[src/dcvp_pkg.sv]
// shared types, constants and lookup functions for the vibration pwm node
// no dependencies; compile first
`default_nettype none

package dcvp_pkg;

  localparam int unsigned ByteW  = 8;
  localparam int unsigned PhaseW = 8;
  localparam int unsigned WinW   = 7;
  localparam int unsigned DutyW  = 5;
  localparam int unsigned FreqW  = 2;

  localparam int unsigned PhasePeriodDefault = 200;
  localparam int unsigned QueueDepth         = 2;

  localparam logic [ByteW-1:0]   PeriodReset  = 8'd52;
  localparam logic [2*ByteW-1:0] CompareLow   = 16'd64;
  localparam logic [ByteW-1:0]   AddrStepDown = 8'd2;

  // duty level to on-window length in phase steps
  localparam logic [WinW-1:0] DUTY_TABLE [32] = '{
    7'd0,  7'd0,  7'd0,  7'd1,  7'd2,  7'd3,  7'd4,  7'd5,
    7'd7,  7'd8,  7'd10, 7'd13, 7'd15, 7'd18, 7'd20, 7'd23,
    7'd27, 7'd30, 7'd34, 7'd38, 7'd42, 7'd46, 7'd50, 7'd55,
    7'd60, 7'd65, 7'd70, 7'd76, 7'd82, 7'd88, 7'd94, 7'd99
  };

  // what the back end has to do with one beat
  typedef enum logic [2:0] {
    KIND_DROP,
    KIND_TICK,
    KIND_ADDR_FWD,
    KIND_SELECT,
    KIND_STOP,
    KIND_DATA
  } kind_e;

  typedef struct packed {
    kind_e            kind;
    logic [ByteW-1:0] data;
    logic             ninth;
  } entry_t;

  function automatic logic [ByteW-1:0] period_lut(input logic [FreqW-1:0] freq);
    logic [ByteW-1:0] p;
    case (freq)
      2'd0:    p = 8'd72;
      2'd1:    p = 8'd52;
      2'd2:    p = 8'd37;
      default: p = 8'd27;
    endcase
    return p;
  endfunction

  function automatic logic parity8(input logic [ByteW-1:0] v);
    return ^v;
  endfunction

endpackage

`default_nettype wire

[src/dcvp_if.sv]
// handshake interfaces for the input and result channels
// no dependencies
`default_nettype none

interface dcvp_in_if;
  logic       valid;
  logic       ready;
  logic       operation;
  logic [7:0] rx_byte;
  logic       rx_ninth;

  modport source (output valid, output operation, output rx_byte, output rx_ninth,
                  input ready);
  modport sink   (input valid, input operation, input rx_byte, input rx_ninth,
                  output ready);
endinterface

interface dcvp_out_if;
  logic       valid;
  logic       ready;
  logic       tx_valid;
  logic [7:0] tx_byte;
  logic       tx_ninth;
  logic       drive_on;
  logic       bridge_opposed;
  logic       amplitude_full;
  logic [7:0] period_value;
  logic [7:0] compare_high;
  logic [7:0] compare_low;
  logic [4:0] duty_level;

  modport source (output valid, output tx_valid, output tx_byte, output tx_ninth,
                  output drive_on, output bridge_opposed, output amplitude_full,
                  output period_value, output compare_high, output compare_low,
                  output duty_level, input ready);
  modport sink   (input valid, input tx_valid, input tx_byte, input tx_ninth,
                  input drive_on, input bridge_opposed, input amplitude_full,
                  input period_value, input compare_high, input compare_low,
                  input duty_level, output ready);
endinterface

`default_nettype wire

[src/dcvp_front.sv]
// front end: parity check and classification of incoming beats
// depends on dcvp_pkg and dcvp_if
`default_nettype none

module dcvp_front (
  dcvp_in_if.sink          in_i,
  output logic             push_valid_o,
  input  logic             push_ready_i,
  output dcvp_pkg::entry_t push_entry_o
);
  import dcvp_pkg::*;

  logic             parity_ok;
  logic [ByteW-1:0] fwd_byte;

  assign parity_ok = (parity8(in_i.rx_byte) == in_i.rx_ninth);
  // address minus one with start bit kept is the byte minus two
  assign fwd_byte  = in_i.rx_byte - AddrStepDown;

  always_comb begin
    push_entry_o.data  = in_i.rx_byte;
    push_entry_o.ninth = in_i.rx_ninth;
    if (in_i.operation) begin
      push_entry_o.kind = KIND_TICK;
    end else if (!parity_ok) begin
      push_entry_o.kind = KIND_DROP;
    end else if (in_i.rx_byte[ByteW-1]) begin
      push_entry_o.kind = KIND_DATA;
    end else if (in_i.rx_byte[ByteW-2:1] != '0) begin
      push_entry_o.kind  = KIND_ADDR_FWD;
      push_entry_o.data  = fwd_byte;
      push_entry_o.ninth = parity8(fwd_byte);
    end else if (in_i.rx_byte[0]) begin
      push_entry_o.kind = KIND_SELECT;
    end else begin
      push_entry_o.kind = KIND_STOP;
    end
  end

  assign push_valid_o = in_i.valid;
  assign in_i.ready   = push_ready_i;

endmodule

`default_nettype wire

[src/dcvp_queue.sv]
// short queue of classified beats between front and back end
// depends on dcvp_pkg
`default_nettype none

module dcvp_queue (
  input  logic             clk_i,
  input  logic             rst_ni,
  input  logic             push_valid_i,
  output logic             push_ready_o,
  input  dcvp_pkg::entry_t push_entry_i,
  output logic             pop_valid_o,
  input  logic             pop_ready_i,
  output dcvp_pkg::entry_t pop_entry_o
);
  import dcvp_pkg::*;

  localparam int unsigned PtrW = (QueueDepth > 1) ? $clog2(QueueDepth) : 1;
  localparam int unsigned CntW = $clog2(QueueDepth + 1);

  entry_t          slot_q [QueueDepth];
  logic [PtrW-1:0] wr_ptr_q, wr_ptr_d;
  logic [PtrW-1:0] rd_ptr_q, rd_ptr_d;
  logic [CntW-1:0] count_q, count_d;
  logic            push, pop;

  assign push_ready_o = (count_q != CntW'(QueueDepth));
  assign pop_valid_o  = (count_q != '0);
  assign push         = push_valid_i && push_ready_o;
  assign pop          = pop_valid_o && pop_ready_i;
  assign pop_entry_o  = slot_q[rd_ptr_q];

  always_comb begin
    wr_ptr_d = wr_ptr_q;
    rd_ptr_d = rd_ptr_q;
    count_d  = count_q;
    if (push) begin
      wr_ptr_d = (wr_ptr_q == PtrW'(QueueDepth - 1)) ? '0 : wr_ptr_q + 1'b1;
    end
    if (pop) begin
      rd_ptr_d = (rd_ptr_q == PtrW'(QueueDepth - 1)) ? '0 : rd_ptr_q + 1'b1;
    end
    if (push && !pop) begin
      count_d = count_q + 1'b1;
    end else if (pop && !push) begin
      count_d = count_q - 1'b1;
    end
  end

  always_ff @(posedge clk_i or negedge rst_ni) begin
    if (!rst_ni) begin
      wr_ptr_q <= '0;
      rd_ptr_q <= '0;
      count_q  <= '0;
    end else begin
      wr_ptr_q <= wr_ptr_d;
      rd_ptr_q <= rd_ptr_d;
      count_q  <= count_d;
    end
  end

  always_ff @(posedge clk_i) begin
    if (push) begin
      slot_q[wr_ptr_q] <= push_entry_i;
    end
  end

`ifndef ASSERT_OFF
  a_count_bound: assert property (@(posedge clk_i) disable iff (!rst_ni)
    count_q <= CntW'(QueueDepth))
    else $error("queue fill beyond depth");
  a_count_grow: assert property (@(posedge clk_i) disable iff (!rst_ni)
    (push && !pop) |=> (count_q == $past(count_q) + 1'b1))
    else $error("queue fill did not grow on push");
`endif

endmodule

`default_nettype wire

[src/dcvp_back.sv]
// back end: node state, pwm phase logic and the registered result beat
// depends on dcvp_pkg and dcvp_if
`default_nettype none

module dcvp_back #(
  parameter int unsigned PHASE_PERIOD = dcvp_pkg::PhasePeriodDefault
) (
  input  logic             clk_i,
  input  logic             rst_ni,
  input  logic             pop_valid_i,
  output logic             pop_ready_o,
  input  dcvp_pkg::entry_t pop_entry_i,
  dcvp_out_if.source       out_o
);
  import dcvp_pkg::*;

  localparam int unsigned Half = PHASE_PERIOD / 2;

  logic                selected_q, selected_d;
  logic                running_q, running_d;
  logic [DutyW-1:0]    duty_q, duty_d;
  logic [WinW-1:0]     window_q, window_d;
  logic [ByteW-1:0]    period_q, period_d;
  logic [PhaseW-1:0]   phase_q, phase_d;
  logic                bridge_q, bridge_d;
  logic                amp_q, amp_d;
  logic [2*ByteW-1:0]  compare_q, compare_d;

  logic                out_valid_q;
  logic                tx_valid_q, tx_valid_d;
  logic [ByteW-1:0]    tx_byte_q, tx_byte_d;
  logic                tx_ninth_q, tx_ninth_d;

  logic                pop;
  logic [PhaseW:0]     ph_inc;
  logic [PhaseW-1:0]   ph_next;
  logic [PhaseW:0]     ph_ext;
  logic [PhaseW:0]     win_ext;
  logic [PhaseW:0]     win_hi;
  logic                in_window;
  logic [DutyW-1:0]    new_duty;

  assign pop_ready_o = !out_valid_q || out_o.ready;
  assign pop         = pop_valid_i && pop_ready_o;

  // next phase position and window compares
  assign ph_inc    = {1'b0, phase_q} + 1'b1;
  assign ph_next   = (ph_inc >= (PhaseW+1)'(PHASE_PERIOD)) ? '0 : ph_inc[PhaseW-1:0];
  assign ph_ext    = {1'b0, ph_next};
  assign win_ext   = (PhaseW+1)'(window_q);
  assign win_hi    = win_ext + (PhaseW+1)'(Half);
  assign in_window = (ph_ext < win_ext);
  assign new_duty  = pop_entry_i.data[ByteW-2:FreqW];

  always_comb begin
    selected_d = selected_q;
    running_d  = running_q;
    duty_d     = duty_q;
    window_d   = window_q;
    period_d   = period_q;
    phase_d    = phase_q;
    bridge_d   = bridge_q;
    amp_d      = amp_q;
    compare_d  = compare_q;
    tx_valid_d = 1'b0;
    tx_byte_d  = '0;
    tx_ninth_d = 1'b0;
    case (pop_entry_i.kind)
      KIND_TICK: begin
        if (running_q) begin
          phase_d  = ph_next;
          bridge_d = in_window ||
                     ((ph_ext >= (PhaseW+1)'(Half)) && (ph_ext < win_hi));
          if (in_window) begin
            if (!amp_q) begin
              compare_d = {period_q, {ByteW{1'b0}}};
              amp_d     = 1'b1;
            end
          end else if (amp_q) begin
            compare_d = CompareLow;
            amp_d     = 1'b0;
          end
        end
      end
      KIND_ADDR_FWD: begin
        selected_d = 1'b0;
        tx_valid_d = 1'b1;
        tx_byte_d  = pop_entry_i.data;
        tx_ninth_d = pop_entry_i.ninth;
      end
      KIND_SELECT: begin
        selected_d = 1'b1;
      end
      KIND_STOP: begin
        selected_d = 1'b0;
        running_d  = 1'b0;
        duty_d     = '0;
      end
      KIND_DATA: begin
        if (selected_q) begin
          running_d  = 1'b1;
          duty_d     = new_duty;
          window_d   = DUTY_TABLE[new_duty];
          period_d   = period_lut(pop_entry_i.data[FreqW-1:0]);
          selected_d = 1'b0;
        end else begin
          tx_valid_d = 1'b1;
          tx_byte_d  = pop_entry_i.data;
          tx_ninth_d = pop_entry_i.ninth;
        end
      end
      default: begin
        // parity failure: beat gives a result but leaves state alone
      end
    endcase
  end

  always_ff @(posedge clk_i or negedge rst_ni) begin
    if (!rst_ni) begin
      selected_q  <= 1'b0;
      running_q   <= 1'b0;
      duty_q      <= '0;
      window_q    <= '0;
      period_q    <= PeriodReset;
      phase_q     <= '0;
      bridge_q    <= 1'b0;
      amp_q       <= 1'b0;
      compare_q   <= '0;
      out_valid_q <= 1'b0;
    end else begin
      if (pop) begin
        selected_q <= selected_d;
        running_q  <= running_d;
        duty_q     <= duty_d;
        window_q   <= window_d;
        period_q   <= period_d;
        phase_q    <= phase_d;
        bridge_q   <= bridge_d;
        amp_q      <= amp_d;
        compare_q  <= compare_d;
      end
      if (pop) begin
        out_valid_q <= 1'b1;
      end else if (out_o.ready) begin
        out_valid_q <= 1'b0;
      end
    end
  end

  always_ff @(posedge clk_i) begin
    if (pop) begin
      tx_valid_q <= tx_valid_d;
      tx_byte_q  <= tx_byte_d;
      tx_ninth_q <= tx_ninth_d;
    end
  end

  assign out_o.valid          = out_valid_q;
  assign out_o.tx_valid       = tx_valid_q;
  assign out_o.tx_byte        = tx_byte_q;
  assign out_o.tx_ninth       = tx_ninth_q;
  assign out_o.drive_on       = running_q;
  assign out_o.bridge_opposed = bridge_q;
  assign out_o.amplitude_full = amp_q;
  assign out_o.period_value   = period_q;
  assign out_o.compare_high   = compare_q[2*ByteW-1:ByteW];
  assign out_o.compare_low    = compare_q[ByteW-1:0];
  assign out_o.duty_level     = duty_q;

`ifndef ASSERT_OFF
  a_pop_gives_beat: assert property (@(posedge clk_i) disable iff (!rst_ni)
    pop |=> out_valid_q)
    else $error("popped beat produced no result");
  a_phase_range: assert property (@(posedge clk_i) disable iff (!rst_ni)
    phase_q < PhaseW'(PHASE_PERIOD))
    else $error("phase counter out of range");
  a_full_compare: assert property (@(posedge clk_i) disable iff (!rst_ni)
    amp_q |-> (compare_q[ByteW-1:0] == '0))
    else $error("full amplitude compare has nonzero low byte");
`endif

endmodule

`default_nettype wire

[src/daisy_chain_vibration_pwm_node_unit.sv]
// top level of the daisy-chained vibration pwm node
// depends on dcvp_pkg, dcvp_if, dcvp_front, dcvp_queue, dcvp_back
//
// channel | dir | handshake           | payload
// in_i    | in  | valid/ready         | operation, rx_byte, rx_ninth
// out_o   | out | valid/ready         | tx_*, drive_on, bridge_opposed, amplitude_full,
//         |     |                     | period_value, compare_high/low, duty_level
//
// one beat in per cycle while the queue has room, one result beat per input beat
// a beat passes through the queue and then the back-end output register
// the back end updates all node state when it pops a beat
// rst_ni clears node state to its idle values; no clearing pass is needed
// a stalled output holds its beat; the two-entry queue keeps taking input until full
`default_nettype none

module daisy_chain_vibration_pwm_node_unit #(
  parameter int unsigned PHASE_PERIOD = dcvp_pkg::PhasePeriodDefault
) (
  input  logic       clk_i,
  input  logic       rst_ni,
  dcvp_in_if.sink    in_i,
  dcvp_out_if.source out_o
);
  import dcvp_pkg::*;

  // classified beat from front to queue
  logic   push_valid;
  logic   push_ready;
  entry_t push_entry;

  // queue head toward the back end
  logic   pop_valid;
  logic   pop_ready;
  entry_t pop_entry;

  // parity check and sorting of bytes and ticks
  dcvp_front u_front (
    .in_i         (in_i),
    .push_valid_o (push_valid),
    .push_ready_i (push_ready),
    .push_entry_o (push_entry)
  );

  // decouples input acceptance from result stalls
  dcvp_queue u_queue (
    .clk_i        (clk_i),
    .rst_ni       (rst_ni),
    .push_valid_i (push_valid),
    .push_ready_o (push_ready),
    .push_entry_i (push_entry),
    .pop_valid_o  (pop_valid),
    .pop_ready_i  (pop_ready),
    .pop_entry_o  (pop_entry)
  );

  // selection, drive setup and phase windowing, registered result
  dcvp_back #(
    .PHASE_PERIOD (PHASE_PERIOD)
  ) u_back (
    .clk_i       (clk_i),
    .rst_ni      (rst_ni),
    .pop_valid_i (pop_valid),
    .pop_ready_o (pop_ready),
    .pop_entry_i (pop_entry),
    .out_o       (out_o)
  );

endmodule

`default_nettype wire
[src/flat_wrapper.sv]
// flat-port wrapper written by rule: the top's interface ports become plain ports
module daisy_chain_vibration_pwm_node_unit_flat import dcvp_pkg::*;
#(
  parameter int unsigned PHASE_PERIOD = dcvp_pkg::PhasePeriodDefault
)
  (clk_i, rst_ni, in_i_valid, in_i_operation, in_i_rx_byte, in_i_rx_ninth, in_i_ready, out_o_valid, out_o_tx_valid, out_o_tx_byte, out_o_tx_ninth, out_o_drive_on, out_o_bridge_opposed, out_o_amplitude_full, out_o_period_value, out_o_compare_high, out_o_compare_low, out_o_duty_level, out_o_ready);
  dcvp_in_if in_i_i ();
  dcvp_out_if out_o_i ();
  input  logic clk_i;
  input  logic rst_ni;
  input wire logic [$bits(in_i_i.valid)-1:0] in_i_valid;
  input wire logic [$bits(in_i_i.operation)-1:0] in_i_operation;
  input wire logic [$bits(in_i_i.rx_byte)-1:0] in_i_rx_byte;
  input wire logic [$bits(in_i_i.rx_ninth)-1:0] in_i_rx_ninth;
  output wire logic [$bits(in_i_i.ready)-1:0] in_i_ready;
  output wire logic [$bits(out_o_i.valid)-1:0] out_o_valid;
  output wire logic [$bits(out_o_i.tx_valid)-1:0] out_o_tx_valid;
  output wire logic [$bits(out_o_i.tx_byte)-1:0] out_o_tx_byte;
  output wire logic [$bits(out_o_i.tx_ninth)-1:0] out_o_tx_ninth;
  output wire logic [$bits(out_o_i.drive_on)-1:0] out_o_drive_on;
  output wire logic [$bits(out_o_i.bridge_opposed)-1:0] out_o_bridge_opposed;
  output wire logic [$bits(out_o_i.amplitude_full)-1:0] out_o_amplitude_full;
  output wire logic [$bits(out_o_i.period_value)-1:0] out_o_period_value;
  output wire logic [$bits(out_o_i.compare_high)-1:0] out_o_compare_high;
  output wire logic [$bits(out_o_i.compare_low)-1:0] out_o_compare_low;
  output wire logic [$bits(out_o_i.duty_level)-1:0] out_o_duty_level;
  input wire logic [$bits(out_o_i.ready)-1:0] out_o_ready;
  assign in_i_i.valid = in_i_valid;
  assign in_i_i.operation = in_i_operation;
  assign in_i_i.rx_byte = in_i_rx_byte;
  assign in_i_i.rx_ninth = in_i_rx_ninth;
  assign in_i_ready = in_i_i.ready;
  assign out_o_valid = out_o_i.valid;
  assign out_o_tx_valid = out_o_i.tx_valid;
  assign out_o_tx_byte = out_o_i.tx_byte;
  assign out_o_tx_ninth = out_o_i.tx_ninth;
  assign out_o_drive_on = out_o_i.drive_on;
  assign out_o_bridge_opposed = out_o_i.bridge_opposed;
  assign out_o_amplitude_full = out_o_i.amplitude_full;
  assign out_o_period_value = out_o_i.period_value;
  assign out_o_compare_high = out_o_i.compare_high;
  assign out_o_compare_low = out_o_i.compare_low;
  assign out_o_duty_level = out_o_i.duty_level;
  assign out_o_i.ready = out_o_ready;
  daisy_chain_vibration_pwm_node_unit #(.PHASE_PERIOD(PHASE_PERIOD)) u_core (.clk_i(clk_i), .rst_ni(rst_ni), .in_i(in_i_i), .out_o(out_o_i));
endmodule
[config.mk]
export PLATFORM = sky130hd
export DESIGN_NAME = daisy_chain_vibration_pwm_node_unit_flat
export DESIGN_NICKNAME = d
export VERILOG_FILES = /design/src/dcvp_pkg.sv /design/src/dcvp_if.sv /design/src/dcvp_front.sv /design/src/dcvp_queue.sv /design/src/dcvp_back.sv /design/src/daisy_chain_vibration_pwm_node_unit.sv /design/src/flat_wrapper.sv
export SDC_FILE = /design/constraint.sdc
export NUM_CORES = 1
export LEC_CHECK = 0
export BUFFER_PORTS_ARGS = -buffer_cell sky130_fd_sc_hd__clkbuf_2
export CAP_MARGIN = 20
export CORE_MARGIN = 2
export CORE_UTILIZATION = 30
export CTS_CLUSTER_DIAMETER = 120
export DETAILED_ROUTE_END_ITERATION = 6
export GPL_ROUTABILITY_DRIVEN = 1
export SYNTH_ARGS = -nofsm -noshare
export SYNTH_HDL_FRONTEND = slang
export SYNTH_SLANG_ARGS = --single-unit
[constraint.sdc]
create_clock -name clk_i -period 4.05 [get_ports clk_i]
set_input_delay 0.6075 -clock clk_i [delete_from_list [all_inputs] [get_ports clk_i]]
set_output_delay 0.6075 -clock clk_i [all_outputs]
set_load 0.05 [all_outputs]
# Word level (Yosys, flattened, before mapping)
# Memories as Yosys holds them, arrays and structs flattened. A register that Yosys moved wholly into a read port is not among the register bits.
# Cells that the tools add are included.
# Widths: inputs -> output; s select.
[totals]
register_bits = 56
ramBits = 24
mem_bits_ro = 224
input_bits = 14
output_inout_bits = 44
word_cells = 101
mem_count = 2
[memory_table]
columns = ["name", "words", "word_bits", "read_ports", "rd_ports_with_merged_regs", "write_ports", "line", "source"]
rows = [
  ["(name not given)", 32, 7, 1, 1, 0, "dcvp_back.sv:103", "window_d = DUTY_TABLE[new_duty];"],
  ["u_core.u_queue.slot_q", 2, 12, 1, 0, 1, "dcvp_queue.sv:20", "entry_t slot_q [QueueDepth];"],
]
[op_classes]
addsub = 7
order_cmp = 4
eq_ne = 11
n_mux = 34
bitwise = 1
reduce_logical = 27
[op_table]
columns = ["operator", "count"]
rows = [
  ["$mux 16", 3],
  ["$mux 9", 4],
  ["$pmux 7 s3", 1],
  ["$mux 8", 2],
  ["$pmux 8 s2", 1],
  ["$reduce_xor 8->1", 2],
  ["$mux 3", 5],
  ["$reduce_bool 2->1", 6],
  ["$mux 1", 10],
  ["$pmux 5 s2", 1],
  ["$add 8x1->9 const B", 1],
  ["$ge 9x8->1 const B", 1],
  ["$reduce_and 3->1", 3],
  ["$add 7x7->8 const B", 1],
  ["$ge 8x7->1 const B", 1],
  ["$lt 8x7->1", 1],
  ["$lt 8x8->1", 1],
  ["$pmux 1 s2", 4],
  ["$sub 8x2->8 const B", 1],
  ["$eq 3x2->1 const B", 2],
  ["$eq 3x3->1 const B", 2],
  ["$ne 2x2->1 const B", 3],
  ["$not 5->6", 1],
  ["$reduce_bool 6->1", 1],
  ["other kinds (16)", 26],
]

# Logic depth before layout (Yosys ltp)
[depth]
word_depth = 6
depth_mapped = 16
ltp_nobuf = 14

# Cells and area by module
# Synthesis repeated with hierarchy kept, for this count alone.
[unflattened]
cells_unflattened = 471
hier_area_um2 = 4783.3
[by_module_without_submodules]
columns = ["mod", "instances", "cells_per_inst", "area_per_inst_um2", "seq_area_each_um2"]
rows = [
  ["dcvp_back", 1, 352, 3205.6, 1253.7],
  ["dcvp_queue", 1, 55, 1078.5, 820.8],
  ["dcvp_front", 1, 64, 499.2, 0.0],
]

# Worst setup path after synthesis
# OpenSTA, ideal clock, no wires.
[synth_path]
path_kind = "reg2reg"
startpoint = "reg u_core.u_back.phase_q[0]"
endpoint = "reg u_core.u_back.compare_q[11]"
setup_time_ps = 124
arrival_ps = 3135
t_required_ps = 3926
setup_slack_ps = 791
path_stages_with_launch = 15
path_buffers = 2
period_less_slack_ps = 3259
path_cell_list = "dfrtp_1 -> ha_1 -> buf_2 -> nor3b_1 -> mux2i_1 -> o221a_2 -> nor3_1 -> ha_1 -> a21o_1 -> a221oi_1 -> o21ai_0 -> a21oi_2 -> buf_6 -> nor3b_1 -> a211o_1"
[synth_via]
elab_chain_len = 6
word_cells_on_any_way = 8
classes_between = "1 x add/sub; 2 x order compare; 1 x eq/ne; 2 x mux; 2 x reduce/logical"
[synth_lines]
columns = ["item", "line", "source"]
rows = [
  ["start, declared", "dcvp_back.sv:24", "logic [PhaseW-1:0] phase_q, phase_d;"],
  ["start signal, assigned", "dcvp_back.sv:137", "phase_q <= phase_d;"],
  ["$add 8x1->9 (*)", "dcvp_back.sv:47", "assign ph_inc = {1'b0, phase_q} + 1'b1;"],
  ["$ge 9x8->1", "dcvp_back.sv:48", "assign ph_next = (ph_inc >= (PhaseW+1)'(PHASE_PERIOD)) ? '0 : ph_inc[PhaseW-1:0];"],
  ["$mux 8 (*)", "dcvp_back.sv:48", ""],
  ["via u_core.u_back.ph_next[5]", "dcvp_back.sv:36", "logic [PhaseW-1:0] ph_next;"],
  ["$lt 8x7->1 (*)", "dcvp_back.sv:52", "assign in_window = (ph_ext < win_ext);"],
  ["$ne 2x2->1 (no source line) / $reduce_bool 2->1 (equally long branches)", "-", ""],
  ["$reduce_and 5->1 (no source line)", "-", ""],
  ["end signal, assigned", "dcvp_back.sv:140", "compare_q <= compare_d;"],
  ["end, declared", "dcvp_back.sv:27", "logic [2*ByteW-1:0] compare_q, compare_d;"],
]
# The timed path passes the listed nets; every way through them passes the cells marked *.
# A chain may end at the register's enable or synchronous reset.

# Worst setup path in the final report
# Ends and elaborated chain as after synthesis.

==> results.ini <==
[synthesis]
postSynthAreaPerCell_um2 = 10.1
yosys.area.top_type = sky130_fd_sc_hd__edfxtp_1
async_reset_ff_share_pct = 55.3
netlist_area_um2 = 4700
synthDominantCellAreaShare_pct = 21.7
synth_cells = 463
synth_cell_type_count = 64
synth.ff_latch_count = 76
synthTopCellsByArea = sky130_fd_sc_hd__edfxtp_1 22%, sky130_fd_sc_hd__dfrtp_1 21%, sky130_fd_sc_hd__ha_1 8.5%, sky130_fd_sc_hd__nand2_1 5.0%, sky130_fd_sc_hd__xnor2_1 3.4%
synthTopCellsByCount = 63 x sky130_fd_sc_hd__nand2_1, 40 x sky130_fd_sc_hd__dfrtp_1, 34 x sky130_fd_sc_hd__edfxtp_1, 32 x sky130_fd_sc_hd__ha_1, 29 x sky130_fd_sc_hd__nor2_1
ys_seq_area_share_pct = 44.2
yosysMostFrequentCell = sky130_fd_sc_hd__nand2_1
edff_count_synth = 34
dominantRegCellSynth = sky130_fd_sc_hd__dfrtp_1
yosys_warnings = 0

[clock_network]
cts_tree = yes
cts-buffers-inserted = 9
htree_num_levels = 3
clk_pin_slew_ps = 60
clock-root-buffer = sky130_fd_sc_hd__clkbuf_16
cts-root-to-sink-buffers = 2
clkLatencyLatePin_ps = 350
clkSinkCount = 76
postCtsHoldBufs = 0

[final_layout]
finish.net_count = 554
ff_latch_area_um2 = 2070
filler_cell_count = 1501
drive_gt1_share_pct = 19.1
final_design_area_no_fill_um2 = 5420
multi_input_area_um2 = 2380
synthToLayoutAreaGrowth_pct = 15.3
diodes = 0

[sta]
worst_slew_pin_slew_ps = 852
final_min_period_over_clock_period_pct = 89.7
min_period_ps = 3630
clock_skew_ps = 8.16
rsz_0062_raised_after_global_routing = false
slew_headroom_pct = 42.1
final_max_slew_viol_count = 0
post_route_setup_tns_ps = 0
finalHoldViolations = 0
postLayoutSetupSlackWorst_ps = 417
fmax_mhz = 275
final-setup-viol-count = 0

[power_and_ir_drop]
max-vdd-ir-drop_v = 0.000308
logic_gate_share_of_total_power_pct = 46.4
power_frac_seq_pct = 33.1
switching_share_pct = 46.1
clkPwrFrac_pct = 20.5
powerDensity_nw_per_um2 = 749
power_leakage_uw = 0.00245
power.switching_uw = 1870
internal_power_uw = 2190
total_power_uw = 4060

[floorplan]
floorplan.initialDensity_pct = 30.8
floorplan.die_area_um2 = 16700
floorplan.die.height_um = 129
die_width_um = 129
rows = 45
core_um2 = 15300
i_o_pins = 58

[critical_path]
ff2ff_path_depth = 13
reg2reg_from = u_core.u_back.phase_q[0]
critical_path_buf_inv_count = 1
kind_of_cell_with_the_highest_combined_delay_on_the_critical_path = compound AO/OA/AOI/OAI gates
cp_max_stage_delay_ps = 520
worst_path_max_delay_cell = sky130_fd_sc_hd__dfrtp_1
reg2reg_to = u_core.u_back.compare_q[11]
critical_path.cell_chain = ha_2 -> nand4_1 -> o31ai_2 -> o221a_2 -> nor3_1 -> ha_1 -> and3_1 -> nand4_1 -> a31oi_4 -> a21oi_2 -> buf_4 -> a21o_1 -> a211o_1
crit_path_start_kind = flop
r2r_setup_slack_ps = 420
worstPathRequired_ps = 4270
timing.critical_path.mode_cell = sky130_fd_sc_hd__nand4_1
critPathCaptureType = flop
worst_ep_arrival_ps = 3860
path_class = flop to flop
crit_path_max_fanout = 16

[status]
outcome = finished, final reports clean

[hold_path]
holdCritPathClass = primary input to asynchronous set/reset pin

[route]
detailedRoute.firstPassIterationCount = 4
drt-total-wl_um = 10500
total_via_count_after_detailed_routing = 3460
drcViolationCount = 0
drtAntennaViolNets = 0
detail_route.wl_per_cell_um = 14.5
vias_per_instance = 4.78
drt_iter0_markers = 218

[global_routing]
first_global_vias = 3400
grtUsageTotal_pct = 13.3
aggregate_global_routing_overflow = 0
number_of_antenna_violations_at_the_first_check_in_global_routing = 0
grt_max_degree = 43
grt_pass1_wl_um = 17400

[placed_design]
dpl-instance-area_um2 = 5100
post-place-ws_ps = 250
place.gp.congestion = 0.832
detailed_place_hpwl_um = 7840
buffer_ports.inserted = 48

[flow_run]
maxCapViolations = 0

==> kinds of logic after synthesis <==
group	count (synthesis)	share of synthesized area, %
other	1	0.0798
flip-flops	76	44.2
buffers and inverters	54	5.81
XOR/XNOR	25	4.66
AO/OA/AOI/OAI	90	13.0
adder cells (fa/ha/maj)	32	8.52
multiplexers	23	5.54
AND/OR/NAND/NOR	162	18.2
==> registers in the layout, indices dropped and copies added (netlist names) <==
signal	cells
u_core.u_back.compare_q	7
u_core.u_back.out_o.amplitude_full	1
u_core.u_back.out_o.bridge_opposed	1
u_core.u_back.out_o.drive_on	1
u_core.u_back.out_o.duty_level	5
u_core.u_back.out_o.period_value	6
u_core.u_back.out_o.tx_byte	8
u_core.u_back.out_o.tx_ninth	1
u_core.u_back.out_o.tx_valid	1
u_core.u_back.out_o.valid	1
u_core.u_back.phase_q	8
u_core.u_back.selected_q	1
u_core.u_back.window_q	7
u_core.u_queue.count_q	2
u_core.u_queue.rd_ptr_q	1
u_core.u_queue.slot_q	24
u_core.u_queue.wr_ptr_q	1
==> worst max path at each step <==
stage / from / slack (ps) / cells past startpoint / end
finish: u_core.u_back.phase_q[0] / 420 / 13 / u_core.u_back.compare_q[11]
global route: u_core.u_back.phase_q[0] / 50 / 15 / u_core.u_back.compare_q[11]
CTS: u_core.u_back.phase_q[0] / 220 / 15 / u_core.u_back.compare_q[13]
detailed placement: u_core.u_back.phase_q[0] / 250 / 15 / u_core.u_back.compare_q[13]
global placement: u_core.u_back.phase_q[0] / 370 / 13 / u_core.u_back.compare_q[12]
floorplan: u_core.u_back.phase_q[0] / 790 / 14 / u_core.u_back.compare_q[11]
==> metrics by stage <==
stage                     hold slack (ps)  instances  util (%)
after global placement                477        707      33.4
after global routing                  405        724      35.5
after detailed placement              494        707      33.4
after floorplan                       312        471         -
after CTS                             364        723      35.4
final                                 320        724      35.5
==> layer usage <==
layer,GRT usage [%],share of wire (%),vias up
met3,3.10,4.3,21
met5,0,0,-
met1,17.2,46,1645
li1,-,-,1719
met4,5.82,2.5,0
met2,21.4,47,75
==> power groups by stage <==
stage / Sequential, uW / Combinational (uW) / Clock (uW)
global placement: 1340 / 1870 / 0
CTS: 1350 / 1890 / 848
global route: 1390 / 2080 / 878
detailed placement: 1360 / 1890 / 0
finish: 1340 / 1880 / 832
floorplan: 1740 / 1050 / 0
==> timing repair <==
item | in CTS | in global routing
buffers inserted | 0 | 0
gates resized for setup | 0 | 2
endpoints found under the setup margin | 0 | 7
==> cell type report <==
cell class	instances	area share (%)
timing repair buffer	56	5.54
multi-input combinational	341	44.0
sequential	76	38.3
clock buffer	9	4.16
tap	211	4.87
clock inverter	7	1.50
inverter	24	1.66
==> cell usage in the layout, fill, tap and decap left out, types with 8 or more instances in the layout <==
master / synthesis / layout
sky130_fd_sc_hd__dfrtp_1: 40 / 40
sky130_fd_sc_hd__mux2i_1: 12 / 12
sky130_fd_sc_hd__nand2_1: 63 / 63
sky130_fd_sc_hd__o21ai_0: 24 / 23
sky130_fd_sc_hd__inv_1: 24 / 24
sky130_fd_sc_hd__clkbuf_2: 0 / 48
sky130_fd_sc_hd__clkbuf_16: 0 / 9
sky130_fd_sc_hd__conb_1: 1 / 9
sky130_fd_sc_hd__xnor2_1: 18 / 18
sky130_fd_sc_hd__a21oi_1: 22 / 22
sky130_fd_sc_hd__nand3_1: 9 / 9
sky130_fd_sc_hd__buf_4: 14 / 8
sky130_fd_sc_hd__edfxtp_1: 34 / 34
sky130_fd_sc_hd__nor2_1: 29 / 29
sky130_fd_sc_hd__mux2_2: 8 / 8
sky130_fd_sc_hd__ha_1: 32 / 31
(Power assumes the default switching activity.)
